File: src/rtl/ppmfd_pkg.sv
// Package for the PPM frame decoder: register indexes, reset values,
// pulse kinds, frame phases and the result word layout.
// No dependencies; every other file in rtl/ imports it.
package ppmfd_pkg;

    // Parameter defaults
    localparam int MAX_CHANNELS_DEF = 16;
    localparam int LENGTH_BITS_DEF  = 16;

    // Field widths fixed by the interface
    localparam int SAMPLE_W   = 16;
    localparam int CFG_DATA_W = 16;
    localparam int CFG_IDX_W  = 2;
    localparam int COUNT_W    = 5;
    localparam int INDEX_W    = 4;
    localparam int VALUE_W    = 17;

    // Register reset values
    localparam logic signed [SAMPLE_W-1:0] THRESHOLD_RST = 16'sd32700;
    localparam logic [CFG_DATA_W-1:0]      SYNC_MIN_RST  = 16'd5000;
    localparam logic [CFG_DATA_W-1:0]      SYNC_MAX_RST  = 16'd20000;
    localparam logic [COUNT_W-1:0]         CHAN_CNT_RST  = 5'd4;

    // Configuration register indexes
    typedef enum logic [CFG_IDX_W-1:0] {
        REG_THRESHOLD = 2'd0,
        REG_SYNC_MIN  = 2'd1,
        REG_SYNC_MAX  = 2'd2,
        REG_CHAN_CNT  = 2'd3
    } t_reg_idx;

    // Classification of a finished pulse
    typedef enum logic [1:0] {
        KIND_LOW     = 2'd0,
        KIND_HIGH    = 2'd1,
        KIND_SYNC    = 2'd2,
        KIND_INVALID = 2'd3
    } t_kind;

    // Frame machine phases, one-hot
    typedef enum logic [4:0] {
        PH_HUNT       = 5'b00001,
        PH_CH_HIGH    = 5'b00010,
        PH_CH_LOW     = 5'b00100,
        PH_TRAIL_HIGH = 5'b01000,
        PH_TRAIL_SYNC = 5'b10000
    } t_phase;

    // Finished pulse event from the pulse measurer
    typedef struct packed {
        logic  done;
        t_kind kind;
    } t_pulse;

    // One result word
    typedef struct packed {
        logic               valid;
        logic               last;
        logic [INDEX_W-1:0] index;
        logic [VALUE_W-1:0] value;
    } t_result;

endpackage

File: src/rtl/ppmfd_pulse.sv
// Pulse measurer: slices samples into high/low, counts run lengths and
// classifies each finished pulse. Depends on ppmfd_pkg.
module ppmfd_pulse
    import ppmfd_pkg::*;
#(
    parameter int LENGTH_BITS = LENGTH_BITS_DEF
) (
    input  logic                         i_clk,
    input  logic                         i_rst_n,
    input  logic                         i_step,
    input  logic signed [SAMPLE_W-1:0]   i_sample,
    input  logic signed [SAMPLE_W-1:0]   i_threshold,
    input  logic        [CFG_DATA_W-1:0] i_sync_min,
    input  logic        [CFG_DATA_W-1:0] i_sync_max,
    output t_pulse                       o_pulse,
    output logic        [LENGTH_BITS-1:0] o_len
);

    localparam int CMP_W = (LENGTH_BITS > CFG_DATA_W) ? LENGTH_BITS : CFG_DATA_W;

    logic                   r_started;
    logic                   r_is_high;
    logic [LENGTH_BITS-1:0] r_len;
    logic                   n_started;
    logic                   n_is_high;
    logic [LENGTH_BITS-1:0] n_len;

    logic             hi;
    logic             flip;
    logic [CMP_W-1:0] len_ext;
    logic [CMP_W-1:0] min_ext;
    logic [CMP_W-1:0] max_ext;

    // Slice the sample against the threshold
    assign hi   = i_sample > i_threshold;
    assign flip = r_started && (hi != r_is_high);

    assign len_ext = CMP_W'(r_len);
    assign min_ext = CMP_W'(i_sync_min);
    assign max_ext = CMP_W'(i_sync_max);

    // Classify the pulse that the flipping sample ends
    always_comb begin
        o_pulse.done = i_step && flip;
        if (len_ext >= min_ext) begin
            o_pulse.kind = (!r_is_high && len_ext <= max_ext) ? KIND_SYNC : KIND_INVALID;
        end else begin
            o_pulse.kind = r_is_high ? KIND_HIGH : KIND_LOW;
        end
    end
    assign o_len = r_len;

    // Advance the run-length counter, saturating at all ones
    always_comb begin
        n_started = r_started;
        n_is_high = r_is_high;
        n_len     = r_len;
        if (i_step) begin
            n_started = 1'b1;
            if (!r_started || flip) begin
                n_is_high = hi;
                n_len     = LENGTH_BITS'(1);
            end else if (r_len != '1) begin
                n_len = r_len + LENGTH_BITS'(1);
            end
        end
    end

    always_ff @(posedge i_clk) begin
        if (!i_rst_n) begin
            r_started <= 1'b0;
            r_is_high <= 1'b0;
            r_len     <= '0;
        end else begin
            r_started <= n_started;
            r_is_high <= n_is_high;
            r_len     <= n_len;
        end
    end

endmodule

File: src/rtl/ppmfd_frame.sv
// Frame machine: hunts for sync, pairs high and low pulses into channel
// words and checks the trailer. Depends on ppmfd_pkg.
module ppmfd_frame
    import ppmfd_pkg::*;
#(
    parameter int MAX_CHANNELS = MAX_CHANNELS_DEF,
    parameter int LENGTH_BITS  = LENGTH_BITS_DEF
) (
    input  logic                   i_clk,
    input  logic                   i_rst_n,
    input  logic                   i_step,
    input  t_pulse                 i_pulse,
    input  logic [LENGTH_BITS-1:0] i_len,
    input  logic [COUNT_W-1:0]     i_chan_cnt,
    output t_result                o_res
);

    localparam int CH_W  = (MAX_CHANNELS > 1) ? $clog2(MAX_CHANNELS) : 1;
    localparam int CNT_W = ((CH_W > COUNT_W) ? CH_W : COUNT_W) + 1;
    localparam int SUM_W = LENGTH_BITS + 1;

    t_phase                 r_phase;
    logic [CH_W-1:0]        r_chan;
    logic [LENGTH_BITS-1:0] r_high_len;
    t_phase                 n_phase;
    logic [CH_W-1:0]        n_chan;
    logic [LENGTH_BITS-1:0] n_high_len;

    logic [CNT_W-1:0]         cnt_raw;
    logic [CNT_W-1:0]         eff_cnt;
    logic [CNT_W-1:0]         chan_next;
    logic                     is_last;
    logic [SUM_W-1:0]         sum;
    logic [SUM_W+VALUE_W-1:0] sum_ext;
    logic [CH_W+INDEX_W-1:0]  chan_ext;

    // Clamp the channel count into one to MAX_CHANNELS
    always_comb begin
        cnt_raw = CNT_W'(i_chan_cnt);
        if (cnt_raw == '0) begin
            eff_cnt = CNT_W'(1);
        end else if (cnt_raw > CNT_W'(MAX_CHANNELS)) begin
            eff_cnt = CNT_W'(MAX_CHANNELS);
        end else begin
            eff_cnt = cnt_raw;
        end
    end

    assign chan_next = CNT_W'(r_chan) + CNT_W'(1);
    assign is_last   = chan_next >= eff_cnt;
    assign sum       = {1'b0, r_high_len} + {1'b0, i_len};
    assign sum_ext   = {{VALUE_W{1'b0}}, sum};
    assign chan_ext  = {{INDEX_W{1'b0}}, r_chan};

    // Step the frame phase on each finished pulse
    always_comb begin
        n_phase     = r_phase;
        n_chan      = r_chan;
        n_high_len  = r_high_len;
        o_res.valid = 1'b0;
        o_res.last  = is_last;
        o_res.index = chan_ext[INDEX_W-1:0];
        o_res.value = sum_ext[VALUE_W-1:0];
        if (i_step && i_pulse.done) begin
            unique case (r_phase)
                PH_HUNT: begin
                    if (i_pulse.kind == KIND_SYNC) begin
                        n_phase    = PH_CH_HIGH;
                        n_chan     = '0;
                        n_high_len = '0;
                    end
                end
                PH_CH_HIGH: begin
                    if (i_pulse.kind == KIND_HIGH) begin
                        n_high_len = i_len;
                        n_phase    = PH_CH_LOW;
                    end else begin
                        n_phase = PH_HUNT;
                    end
                end
                PH_CH_LOW: begin
                    if (i_pulse.kind != KIND_LOW) begin
                        n_phase = PH_HUNT;
                    end else begin
                        o_res.valid = 1'b1;
                        if (is_last) begin
                            n_phase = PH_TRAIL_HIGH;
                        end else begin
                            n_chan  = chan_next[CH_W-1:0];
                            n_phase = PH_CH_HIGH;
                        end
                    end
                end
                PH_TRAIL_HIGH: begin
                    n_phase = (i_pulse.kind == KIND_HIGH) ? PH_TRAIL_SYNC : PH_HUNT;
                end
                PH_TRAIL_SYNC: begin
                    if (i_pulse.kind == KIND_SYNC) begin
                        n_phase    = PH_CH_HIGH;
                        n_chan     = '0;
                        n_high_len = '0;
                    end else begin
                        n_phase = PH_HUNT;
                    end
                end
                default: begin
                    n_phase = PH_HUNT;
                end
            endcase
        end
    end

    always_ff @(posedge i_clk) begin
        if (!i_rst_n) begin
            r_phase    <= PH_HUNT;
            r_chan     <= '0;
            r_high_len <= '0;
        end else begin
            r_phase    <= n_phase;
            r_chan     <= n_chan;
            r_high_len <= n_high_len;
        end
    end

    // A word leaves only from the low half of a channel
    a_res_from_low: assert property (@(posedge i_clk) disable iff (!i_rst_n)
        o_res.valid |-> (r_phase == PH_CH_LOW && i_step && i_pulse.done))
        else $error("channel word outside low phase");

    // The last channel of a frame moves on to the trailer
    a_last_to_trail: assert property (@(posedge i_clk) disable iff (!i_rst_n)
        (o_res.valid && o_res.last) |=> (r_phase == PH_TRAIL_HIGH))
        else $error("last channel did not enter trailer");

    // Hold the phase while no pulse finishes
    a_phase_hold: assert property (@(posedge i_clk) disable iff (!i_rst_n)
        !(i_step && i_pulse.done) |=> $stable(r_phase) && $stable(r_chan))
        else $error("frame state moved without a pulse");

    // Keep the channel index inside the table
    a_chan_range: assert property (@(posedge i_clk) disable iff (!i_rst_n)
        CNT_W'(r_chan) < CNT_W'(MAX_CHANNELS))
        else $error("channel index out of range");

endmodule

File: src/rtl/ppm_frame_decoder_top.sv
// PPM frame decoder top level: an accepted sample waits in the input register,
// then its word is loaded into the result register; throughput one sample per
// cycle unless the result word stalls, set by the single-pass step between the registers.
// A stalled result word holds the result register; one more sample is held
// in the input register meanwhile. Synchronous active-low reset clears the
// pulse and frame state and loads the register defaults; no clearing pass.
module ppm_frame_decoder_top
    import ppmfd_pkg::*;
#(
    parameter int MAX_CHANNELS = MAX_CHANNELS_DEF,
    parameter int LENGTH_BITS  = LENGTH_BITS_DEF
) (
    input  logic                       i_clk,
    input  logic                       i_rst_n,
    // sample channel
    input  logic                       i_valid,
    output logic                       o_ready,
    input  logic signed [SAMPLE_W-1:0] i_sample,
    // channel word output
    output logic                       o_valid,
    input  logic                       i_ready,
    output logic [INDEX_W-1:0]         o_channel_index,
    output logic [VALUE_W-1:0]         o_channel_value,
    output logic                       o_last_of_frame,
    // configuration writes
    input  logic                       i_cfg_we,
    input  logic [CFG_IDX_W-1:0]       i_cfg_index,
    input  logic [CFG_DATA_W-1:0]      i_cfg_data
);

    logic signed [SAMPLE_W-1:0]   r_threshold;
    logic        [CFG_DATA_W-1:0] r_sync_min;
    logic        [CFG_DATA_W-1:0] r_sync_max;
    logic        [COUNT_W-1:0]    r_chan_cnt;

    logic                       r_in_valid;
    logic signed [SAMPLE_W-1:0] r_sample;
    t_result                    r_out;
    logic                       n_out_valid;

    logic                   step;
    t_pulse                 pulse;
    logic [LENGTH_BITS-1:0] pulse_len;
    t_result                res;

    // Advance the held sample when the result slot is free or draining
    assign step    = r_in_valid && (!r_out.valid || i_ready);
    assign o_ready = !r_in_valid || step;

    // Write configuration registers
    always_ff @(posedge i_clk) begin
        if (!i_rst_n) begin
            r_threshold <= THRESHOLD_RST;
            r_sync_min  <= SYNC_MIN_RST;
            r_sync_max  <= SYNC_MAX_RST;
            r_chan_cnt  <= CHAN_CNT_RST;
        end else if (i_cfg_we) begin
            unique case (t_reg_idx'(i_cfg_index))
                REG_THRESHOLD: r_threshold <= $signed(i_cfg_data);
                REG_SYNC_MIN:  r_sync_min  <= i_cfg_data;
                REG_SYNC_MAX:  r_sync_max  <= i_cfg_data;
                REG_CHAN_CNT:  r_chan_cnt  <= i_cfg_data[COUNT_W-1:0];
                default: begin
                end
            endcase
        end
    end

    // Capture the input word
    always_ff @(posedge i_clk) begin
        if (!i_rst_n) begin
            r_in_valid <= 1'b0;
        end else if (o_ready) begin
            r_in_valid <= i_valid;
        end
    end

    always_ff @(posedge i_clk) begin
        if (o_ready && i_valid) begin
            r_sample <= i_sample;
        end
    end

    ppmfd_pulse #(
        .LENGTH_BITS (LENGTH_BITS)
    ) u_pulse (
        .i_clk       (i_clk),
        .i_rst_n     (i_rst_n),
        .i_step      (step),
        .i_sample    (r_sample),
        .i_threshold (r_threshold),
        .i_sync_min  (r_sync_min),
        .i_sync_max  (r_sync_max),
        .o_pulse     (pulse),
        .o_len       (pulse_len)
    );

    ppmfd_frame #(
        .MAX_CHANNELS (MAX_CHANNELS),
        .LENGTH_BITS  (LENGTH_BITS)
    ) u_frame (
        .i_clk      (i_clk),
        .i_rst_n    (i_rst_n),
        .i_step     (step),
        .i_pulse    (pulse),
        .i_len      (pulse_len),
        .i_chan_cnt (r_chan_cnt),
        .o_res      (res)
    );

    // Load a new word, or drop the one just taken
    always_comb begin
        n_out_valid = r_out.valid;
        if (r_out.valid && i_ready) begin
            n_out_valid = 1'b0;
        end
        if (step && res.valid) begin
            n_out_valid = 1'b1;
        end
    end

    always_ff @(posedge i_clk) begin
        if (!i_rst_n) begin
            r_out.valid <= 1'b0;
        end else begin
            r_out.valid <= n_out_valid;
            if (step && res.valid) begin
                r_out.last  <= res.last;
                r_out.index <= res.index;
                r_out.value <= res.value;
            end
        end
    end

    assign o_valid         = r_out.valid;
    assign o_channel_index = r_out.index;
    assign o_channel_value = r_out.value;
    assign o_last_of_frame = r_out.last;

endmodule

File: config.mk
export PLATFORM = sky130hd
export DESIGN_NAME = ppm_frame_decoder_top
export DESIGN_NICKNAME = d
export VERILOG_FILES = /design/src/rtl/ppmfd_pkg.sv /design/src/rtl/ppmfd_pulse.sv /design/src/rtl/ppmfd_frame.sv /design/src/rtl/ppm_frame_decoder_top.sv
export SDC_FILE = /design/constraint.sdc
export NUM_CORES = 1
export LEC_CHECK = 0
export BUFFER_PORTS_ARGS = -buffer_cell sky130_fd_sc_hd__buf_2
export CORE_MARGIN = 2
export CORE_UTILIZATION = 60
export CTS_BUF_LIST = sky130_fd_sc_hd__clkbuf_4 sky130_fd_sc_hd__clkbuf_8
export CTS_CLUSTER_DIAMETER = 120
export CTS_CLUSTER_SIZE = 40
export DETAILED_ROUTE_END_ITERATION = 7
export HOLD_SLACK_MARGIN = 0.05
export PLACE_DENSITY = 0.88
export SYNTH_ARGS = -nofsm -noshare
export SYNTH_HDL_FRONTEND = slang
export SYNTH_SLANG_ARGS = --single-unit
File: constraint.sdc
create_clock -name i_clk -period 5.04 [get_ports i_clk]
set_input_delay 0 -clock i_clk [delete_from_list [all_inputs] [get_ports i_clk]]
set_output_delay 0 -clock i_clk [all_outputs]
set_load 0.03 [all_outputs]
==> flow_summary.toml <==
[run_status]
status = "complete, but fails checks"
violations = "design-rule violations"

[timing]
finalCritPeriodShare_pct = 68.6
hold-worst-slack_ns = 0.0940
setup_viol = 0
worst_pin_slew_ns = 0.880
setup_slack_ns = 1.58
slew_headroom_pct = 41.3
period_minus_slack_ns = 3.46
grt_setup_unrepaired = "false"
fin_skew_ns = 0.0125
timing.fmax_mhz = 289
hold_violations = 0
tns_ns = 0
maxSlewViolCount = 0

[layout]
final_nets = 981
area_delta_synth_final_pct = 17.1
post-route-util_pct = 72.8
antennaDiodeCount = 0
drive_gt1_share_pct = 12.7
fillCellCount = 743
multiInputGateArea_um2 = 3710
ff_latch_area_um2 = 3100

[global_route]
grt_overflow = 0
grt_antenna_before_repair = 0
grt_max_degree = 69
grtUsageTotal_pct = 28.4
grt_pass1_vias = 6131
grt_pass1_wl_mm = 29.0

[route]
drc = 1
drt-pass1-iter-count = 8
wl_mm = 17.5
ant_nets = 0
via_per_inst = 6.06
wl_per_cell_um = 17.1
drt_iter0_markers = 426
vias = 6217

[hold_path]
min-delay-start = "i_cfg_index[1]"
hold_path_class = "in -> reg"

[die]
start_util_pct = 62.2
dieWidth_um = 113
coreArea_um2 = 11500
die_area_um2 = 12800
die_y_um = 113
rows = 39
ios = 63

[synth]
ys_ff_latch = 136
synth_top_area_share_pct = 27.4
synth_area_per_cell_um2 = 9.20
yosysUniqueCellTypes = 63
synthFlopType = "dfxtp_1"
synth_most_common_cell = "nand2_1"
netlist_area_um2 = 7160
yosysWarnings = 0
ys_seq_area_share_pct = 43.3
synth_nets = 890
synthCells = 779
synth_edf_count = 38
synthTopCellsByArea = "dfxtp_1, edfxtp_1, ha_1, nand2_1, a21oi_1"
netlist_top_cells_count = "nand2_1, dfxtp_1, ha_1, a21oi_1, inv_1"
synth_top_cell_by_area = "dfxtp_1"
async_flop_share_pct = 0

[clocking]
cts_setup_buffers = 0
clock_sinks = 136
clk_pin_slew_ns = 0.08
cts_tree = "built"
numCtsBuffers = 17
ctsResizeCount = 0
clock_path_buffers = 2
postCtsHoldBufs = 35
root_buffer = "clkbuf_8"
htree_levels = 4
insertion_delay_ns = 0.46

[power]
internal_power_mw = 1.85
p_sw_mw = 0.566
p_leak_nw = 3.61
power_frac_clock_pct = 43.8
p_per_area_nw_per_um2 = 288
p_seq_share_pct = 48.3
share_comb_of_total_power_pct = 7.9
worst_ir_drop_vdd_v = 0.000314
swShare_pct = 23.4

[critical_path]
cp_cell_sequence = "inv_1, ha_1, nand4_1, or4_4, a21oi_2, a211oi_1, or3_4, a21o_1, o21ba_2, mux2i_1"
worst-path-max-fanout = 16
crit_required_ns = 5.41
crit_arrival_ns = 3.83
slowest_stage = "o21ba_2"
crit_path_start_kind = "flop"
criticalPathCategory = "reg -> reg"
worstSetupStartpoint = "r_threshold[13]"
rr_startpoint = "r_threshold[13]"
r2r_setup_slack_ns = 1.58
cpPeakStageDelay_ns = 0.67
cp-end-kind = "flop"

[placed_design]
port_buffers = 62
gp_congestion = 0.821
pre_cts_slack_ns = 1.69
hpwl_mm = 10.8

[run]
max-cap-violations = 0
area by class of cell:
type	count	share of cell area, %
flip-flops and latches	136	37.0
inverters	59	2.64
repair buffers	104	8.50
multi-input cells	552	44.2
clock buffers	20	3.21
well taps	143	2.13
clock inverters	12	2.36
power groups by stage:
stage | Clock [mW] | Combinational, mW | Sequential, mW
2_1_floorplan | 0 | 0.108 | 1.18
3_3_place_gp | 0 | 0.151 | 1.19
3_5_place_dp | 0 | 0.158 | 1.19
4_1_cts | 1.05 | 0.180 | 1.16
5_1_grt | 1.10 | 0.210 | 1.17
6_report | 1.06 | 0.191 | 1.17
critical path: cells and delay by family, from the launching register on:
| kind | cells | cell delay (ns) |
|---|---|---|
| AO/OA/AOI/OAI | 4 | 1.22 |
| AND/OR/NAND/NOR | 3 | 1.17 |
| flip-flops | 1 | 0.33 |
| adder cells (fa/ha/maj) | 1 | 0.33 |
| multiplexers | 1 | 0.26 |
| buffers and inverters | 1 | 0.06 |
state kept, by name, summed over array words and instances (netlist names):
name,flops
r_sync_max,16
r_chan_cnt,5
u_frame.r_phase,5
r_sample,16
u_pulse.r_started,1
o_channel_index,4
r_in_valid,1
u_pulse.r_is_high,1
o_last_of_frame,1
u_frame.r_chan,4
o_valid,1
u_pulse.o_len,16
r_sync_min,16
o_channel_value,17
r_threshold,16
u_frame.r_high_len,16
layer usage:
| layer | global-route usage, % | wire (um) | part of all wire, % |
|---|---|---|---|
| met1 | 33.4 | 7210 | 41 |
| met2 | 48.7 | 8560 | 49 |
| met3 | 6.16 | 1220 | 7.0 |
| met4 | 14.6 | 522 | 3.0 |
| met5 | 0 | 0 | 0 |
cell families (layout without fill, tap and decap cells):
| group | count (synthesis) | after routing | share of synthesized area, % |
|---|---|---|---|
| compound gates | 177 | 177 | 15.9 |
| simple gates | 264 | 264 | 17.9 |
| fa+ha+maj | 72 | 72 | 12.7 |
| mux | 23 | 23 | 3.21 |
| flops | 136 | 136 | 43.3 |
| xor+xnor | 16 | 16 | 1.96 |
| buf+inv | 91 | 195 | 5.08 |
cell usage in the layout (no fill, tap or decap), drive strengths merged, types with 9 or more instances in the layout:
master	n
nand4	10
o21ai	22
a21oi	68
edfxtp	38
inv	59
mux2i	23
o211ai	28
clkbuf	20
or4	16
xnor2	9
nand3	35
dfxtp	98
nand2	128
a21o	11
nor2	25
dlygate4sd3	35
o31ai	13
ha	71
buf	69
per-stage QoR:
stage / instances / area [um2] / total power [mW]
after floorplan: 779 / 7160 / 1.29
after global placement: 959 / 7570 / 1.34
after detailed placement: 959 / 7570 / 1.35
after CTS: 1026 / 8390 / 2.40
after global routing: 1026 / 8390 / 2.48
final: 1026 / 8390 / 2.41
path summary, 6_finish.rpt:
path,to,cells after the start
worst max-delay path,u_frame.r_high_len[12],10
worst min-delay path,r_threshold[1],4
worst max register to register,u_frame.r_high_len[12],10
worst min register to register,r_sync_min[6],2
(Power assumes the default switching activity.)
